## src/design/hbm_pkg.sv

```systemverilog
// hash bit error rate matcher: shared field widths, codes and control types
// used by the controller, the datapath and the top level; no dependencies
package hbm_pkg;

   // field widths
   localparam int FUNC_W     = 2;
   localparam int WORD_W     = 32;
   localparam int OFF_W      = 10;
   localparam int BW_W       = 11;
   localparam int THR_W      = 17;
   localparam int SCORE_W    = 17;
   localparam int VO_W       = 11;
   localparam int STATUS_W   = 2;
   localparam int CSR_IDX_W  = 2;
   localparam int CSR_DATA_W = 32;

   // block math widths
   localparam int D_W       = 16;
   localparam int E_W       = 16;
   localparam int POP_W     = 6;
   localparam int PROD_W    = 33;
   localparam int QUO_BITS  = 17;
   localparam int DIV_CNT_W = 5;

   // register reset values
   localparam logic [BW_W-1:0]  BW_RESET  = 11'd256;
   localparam logic [THR_W-1:0] THR_RESET = 17'd19661;

   // request function codes
   localparam logic [FUNC_W-1:0] FUNC_CLEAR   = 2'd0;
   localparam logic [FUNC_W-1:0] FUNC_APPEND1 = 2'd1;
   localparam logic [FUNC_W-1:0] FUNC_APPEND2 = 2'd2;
   localparam logic [FUNC_W-1:0] FUNC_SCORE   = 2'd3;

   // response status codes
   localparam logic [STATUS_W-1:0] STATUS_OK    = 2'd0;
   localparam logic [STATUS_W-1:0] STATUS_SHORT = 2'd1;
   localparam logic [STATUS_W-1:0] STATUS_RANGE = 2'd2;
   localparam logic [STATUS_W-1:0] STATUS_FULL  = 2'd3;

   // register indexes
   localparam logic [CSR_IDX_W-1:0] CSR_BLOCK_WORDS = 2'd0;
   localparam logic [CSR_IDX_W-1:0] CSR_THRESHOLD   = 2'd1;

   // controller to datapath commands
   typedef struct packed {
      logic latch;
      logic exec;
      logic scan;
      logic div_init;
      logic div_step;
   } hbm_cmd_type;

   // datapath to controller status
   typedef struct packed {
      logic go_scan;
      logic issue_last;
      logic pipe_busy;
      logic div_last;
   } hbm_sts_type;

endpackage

```

## src/design/hbm_ctrl.sv

```systemverilog
// hash bit error rate matcher controller: sequences decode, store walk,
// pipeline drain and division, and strobes the response; depends on hbm_pkg
module hbm_ctrl (
   input  logic                 clock,
   input  logic                 reset,
   input  logic                 start,
   output logic                 busy,
   output hbm_pkg::hbm_cmd_type cmd,
   input  hbm_pkg::hbm_sts_type sts,
   output logic                 rsp_valid
);

   typedef enum logic [2:0] {
      ST_IDLE,
      ST_EXEC,
      ST_SCAN,
      ST_DRAIN,
      ST_DIV
   } state_type;

   state_type state_ff;
   logic      rsp_valid_ff;

   // state and response strobe
   always_ff @(posedge clock) begin
      if (reset) begin
         state_ff     <= ST_IDLE;
         rsp_valid_ff <= 1'b0;
      end else begin
         rsp_valid_ff <= 1'b0;
         case (state_ff)
            ST_IDLE: begin
               if (start) begin
                  state_ff <= ST_EXEC;
               end
            end
            ST_EXEC: begin
               if (sts.go_scan) begin
                  state_ff <= ST_SCAN;
               end else begin
                  rsp_valid_ff <= 1'b1;
                  state_ff     <= ST_IDLE;
               end
            end
            ST_SCAN: begin
               if (sts.issue_last) begin
                  state_ff <= ST_DRAIN;
               end
            end
            ST_DRAIN: begin
               if (!sts.pipe_busy) begin
                  state_ff <= ST_DIV;
               end
            end
            ST_DIV: begin
               if (sts.div_last) begin
                  rsp_valid_ff <= 1'b1;
                  state_ff     <= ST_IDLE;
               end
            end
            default: begin
               state_ff <= ST_IDLE;
            end
         endcase
      end
   end

   // commands decoded from state
   always_comb begin
      cmd.latch    = (state_ff == ST_IDLE) && start;
      cmd.exec     = state_ff == ST_EXEC;
      cmd.scan     = state_ff == ST_SCAN;
      cmd.div_init = (state_ff == ST_DRAIN) && !sts.pipe_busy;
      cmd.div_step = state_ff == ST_DIV;
   end

   assign busy      = state_ff != ST_IDLE;
   assign rsp_valid = rsp_valid_ff;

endmodule

```

## config.mk

```make
export PLATFORM = sky130hd
export DESIGN_NAME = hbm_ctrl
export DESIGN_NICKNAME = d
export VERILOG_FILES = /design/src/design/hbm_pkg.sv /design/src/design/hbm_ctrl.sv
export SDC_FILE = /design/constraint.sdc
export NUM_CORES = 1
export LEC_CHECK = 0
export ABC_AREA = 1
export BUFFER_PORTS_ARGS = -buffer_cell sky130_fd_sc_hd__buf_2
export CELL_PAD_IN_SITES_DETAIL_PLACEMENT = 0
export CELL_PAD_IN_SITES_GLOBAL_PLACEMENT = 1
export CORE_AREA = 5 5 42 44
export DETAILED_ROUTE_END_ITERATION = 10
export DIE_AREA = 0 0 47 49
export GPL_TIMING_DRIVEN = 0
export HOLD_SLACK_MARGIN = 0.15
export PLACE_DENSITY_LB_ADDON = 0.2
export SKIP_LAST_GASP = 1
export SYNTH_ARGS = -nofsm -noshare
export SYNTH_HDL_FRONTEND = slang
export SYNTH_SLANG_ARGS = --single-unit
export TNS_END_PERCENT = 5
```

## constraint.sdc

```tcl
create_clock -name clock -period 1.3 [get_ports clock]
set_input_delay 0.39 -clock clock [delete_from_list [all_inputs] [get_ports clock]]
set_output_delay 0.39 -clock clock [all_outputs]
set_load 0.05 [all_outputs]
```

==> out/summary.txt <==
Root buf cell: clkbuf_4
Max-cap viol count: 0
Leakage: 0.2120 nW
Failing checks: negative setup slack
Die width: 47 um
Sequential area share after synthesis: 0.3282
Fin Hold WS: 0.3494 ns
Slowest CP cell: dfxtp_4
Clock Sinks: 4
Synth warn: 0
Via count: 305
Slew @ Worst Pin: 0.2471 ns
FF-to-FF setup slack: 0.16 ns
Distinct cell type count after synthesis: 15
First-pass GRT wire length: 1311 um
Switching Share: 0.4814
RSZ-0062 raised after global routing: yes
Die area: 2303 um^2
Cell Area, Placed: 379.1 um^2
Site Rows: 14
Detail Route Antenna Nets: 0
Starting Density: 0.1741
Global route overflow: 0
Slew headroom: 0.8340
Fmax: 647.1 MHz
Final setup vio count: 6
Syn Area/Cell: 6.777 um^2
Min-delay src: reset
Area grow syn2layout: 88.72%
PnR worst setup slack: -0.2455 ns
Delay-heaviest family, CP: flip-flops
Setup_tns: -1.265 ns
Final wirelength: 777 um
CTS max path bufs: 2
N_diodes: 0
Final worst path period share: 1.189
Largest net degree at the start of global routing: 8
Setup WS pre-CTS: -0.1770 ns
Syn Nets: 43
Fin. max-slew vios: 0
Internal power: 394.8 uW
H-tree Lvls: 1
Routed WL per cell: 10.79 um
Commonest non-fill, non-tap cell in the layout: buf_2
Layout cell share with drive strength beyond 1: 0.6250
Reg power frac: 0.244
Iter 0 DRT Violations: 1
R2R Path End: state_ff[1]$_SDFFE_PP0P_
I/O Pins: 14
Die H: 49 um
CP Launch Type: register
CP cell instances: inv_4 > nor4_4 > buf_6
CTS tree: yes
Switch Pwr: 366.4 uW
Port Buffers: 13
First-pass DRT Iterations: 3
Via/cell ratio: 4.236
Number of hold violations in the final report: 0
Clock period minus worst slack: 1.545 ns
Worst Reg-to-Reg Cells: 6
PwrDens: 1653 nW/um^2
Clock Power Share: 0.224
Maximum net fanout on the critical path: 5
Worst Path Buf+Inv: 2
GRT Resource Usage Total: 0.07763
Worst VDD drop: 0.4917 mV
Initial antenna violation count: 0
Post-CTS Hold Buffers: 0
Worst skew pair latency: 0.24 ns
Worst r2r src: state_ff[0]$_SDFFE_PP0P_
Status: finished, violations left
Clock skew: 0.008777 ns
Nets: 64
Hold WC Path Type: in -> reg
Worst EP required: 0.91 ns
Gate power share: 0.532
TritonCTS Buffers: 3
Synthesized flop and latch total: 4
Vias in the first global route: 333
DR DRC count: 0
Final HPWL DP: 581 um
Path type of the worst setup path: reg -> out
Hold Path Cell Cnt: 2
Arr. time, crit path: 1.16 ns
Fin area: 460.4 um^2
Clock slew at reported path FFs: 0.04 ns
GP Congestion: 0.6767
Mapped Area: 244.0 um^2
Syn Inst Count: 36
Critical path launch point: state_ff[0]$_SDFFE_PP0P_
Core footprint: 1401 um^2
Worst hold path endpoint: state_ff[0]$_SDFFE_PP0P_
Kind of end point of the critical path: primary output
Most frequent cells in the layout: 8 x buf_2, 6 x buf_4, 5 x inv_1
Max incr delay on CP: 0.39 ns
-- state kept, by name, summed over array words and instances (netlist names) --
signal	flops
rsp_valid	1
state_ff	3
-- per-stage QoR --
stage	total power [mW]	std cells	util
after floorplan	0.4645	36	-
after CTS	0.7388	70	0.3116
after global routing	0.8175	72	0.3286
after global placement	0.5394	65	0.2705
after detailed placement	0.5364	65	0.2705
final	0.7612	72	0.3286
-- power by group through the flow --
stage	clock network, mW	registers, mW	logic [mW]
finish	0.171	0.186	0.405
CTS	0.179	0.190	0.369
global route	0.190	0.189	0.438
detailed placement	0	0.188	0.348
floorplan	0	0.190	0.274
global placement	0	0.190	0.350
-- worst register-to-register path, cell delays in order (launching register included) --
cell,delay [ns]
dfxtp_4,0.36
buf_4,0.15
nor2_1,0.14
nand3_2,0.09
nand2_1,0.10
or2_0,0.13
a21oi_2,0.03
-- synthesized netlist by cell type --
master	instances	area (um^2)
inv_1	5	18.77
nand2_1	5	18.77
nand3_1	3	15.01
nand4_1	1	6.260
inv_2	3	11.26
nor4_2	1	12.51
or2_0	1	6.260
nor2_2	2	12.51
a21oi_2	1	8.760
nand3_2	1	10.01
dfxtp_1	4	80.08
a21oi_1	4	20.02
nor3_1	2	10.01
or2_2	1	6.260
nor2_1	2	7.510
-- per-layer routing --
metal	up-vias	wire, um	GRT usage
li1	157	-	-
met1	138	298	0.09071
met2	8	412	0.1154
met3	2	52	0.02214
met4	0	13	0.05530
met5	-	0	0
-- final cells by class --
type | count | area [um^2]
fillers | 168 | 940.9
multi-input cells | 24 | 185.2
repair buffers | 16 | 107.6
flip-flops and latches | 4 | 86.33
inverters | 8 | 35.03
clock buffers | 4 | 26.28
well taps | 16 | 20.02
-- cells by family (layout without fill, tap and decap cells) --
logic type / after synthesis / in the layout / synth area share
AO/OA/AOI/OAI: 5 / 5 / 0.1180
buffers and inverters: 8 / 28 / 0.1231
flip-flops: 4 / 4 / 0.3282
AND/OR/NAND/NOR: 19 / 19 / 0.4308
-- what timing repair did --
item                                    4_1_cts  5_1_grt
gates resized for setup                       9        3
endpoints found under the hold margin         0        0
pin swaps                                     1        1
setup buffers                                 1        2
endpoints found under the setup margin        6        6
-- worst max path at each step --
stage	to	slack [ns]	cells after the start
after detailed placement	cmd[4]	-0.18	4
after global placement	cmd[4]	-0.18	4
after global routing	cmd[2]	-0.29	3
after floorplan	cmd[1]	-0.19	2
final	cmd[1]	-0.25	3
after CTS	cmd[1]	-0.25	3
No activity file was read; power rests on OpenSTA's default activity.
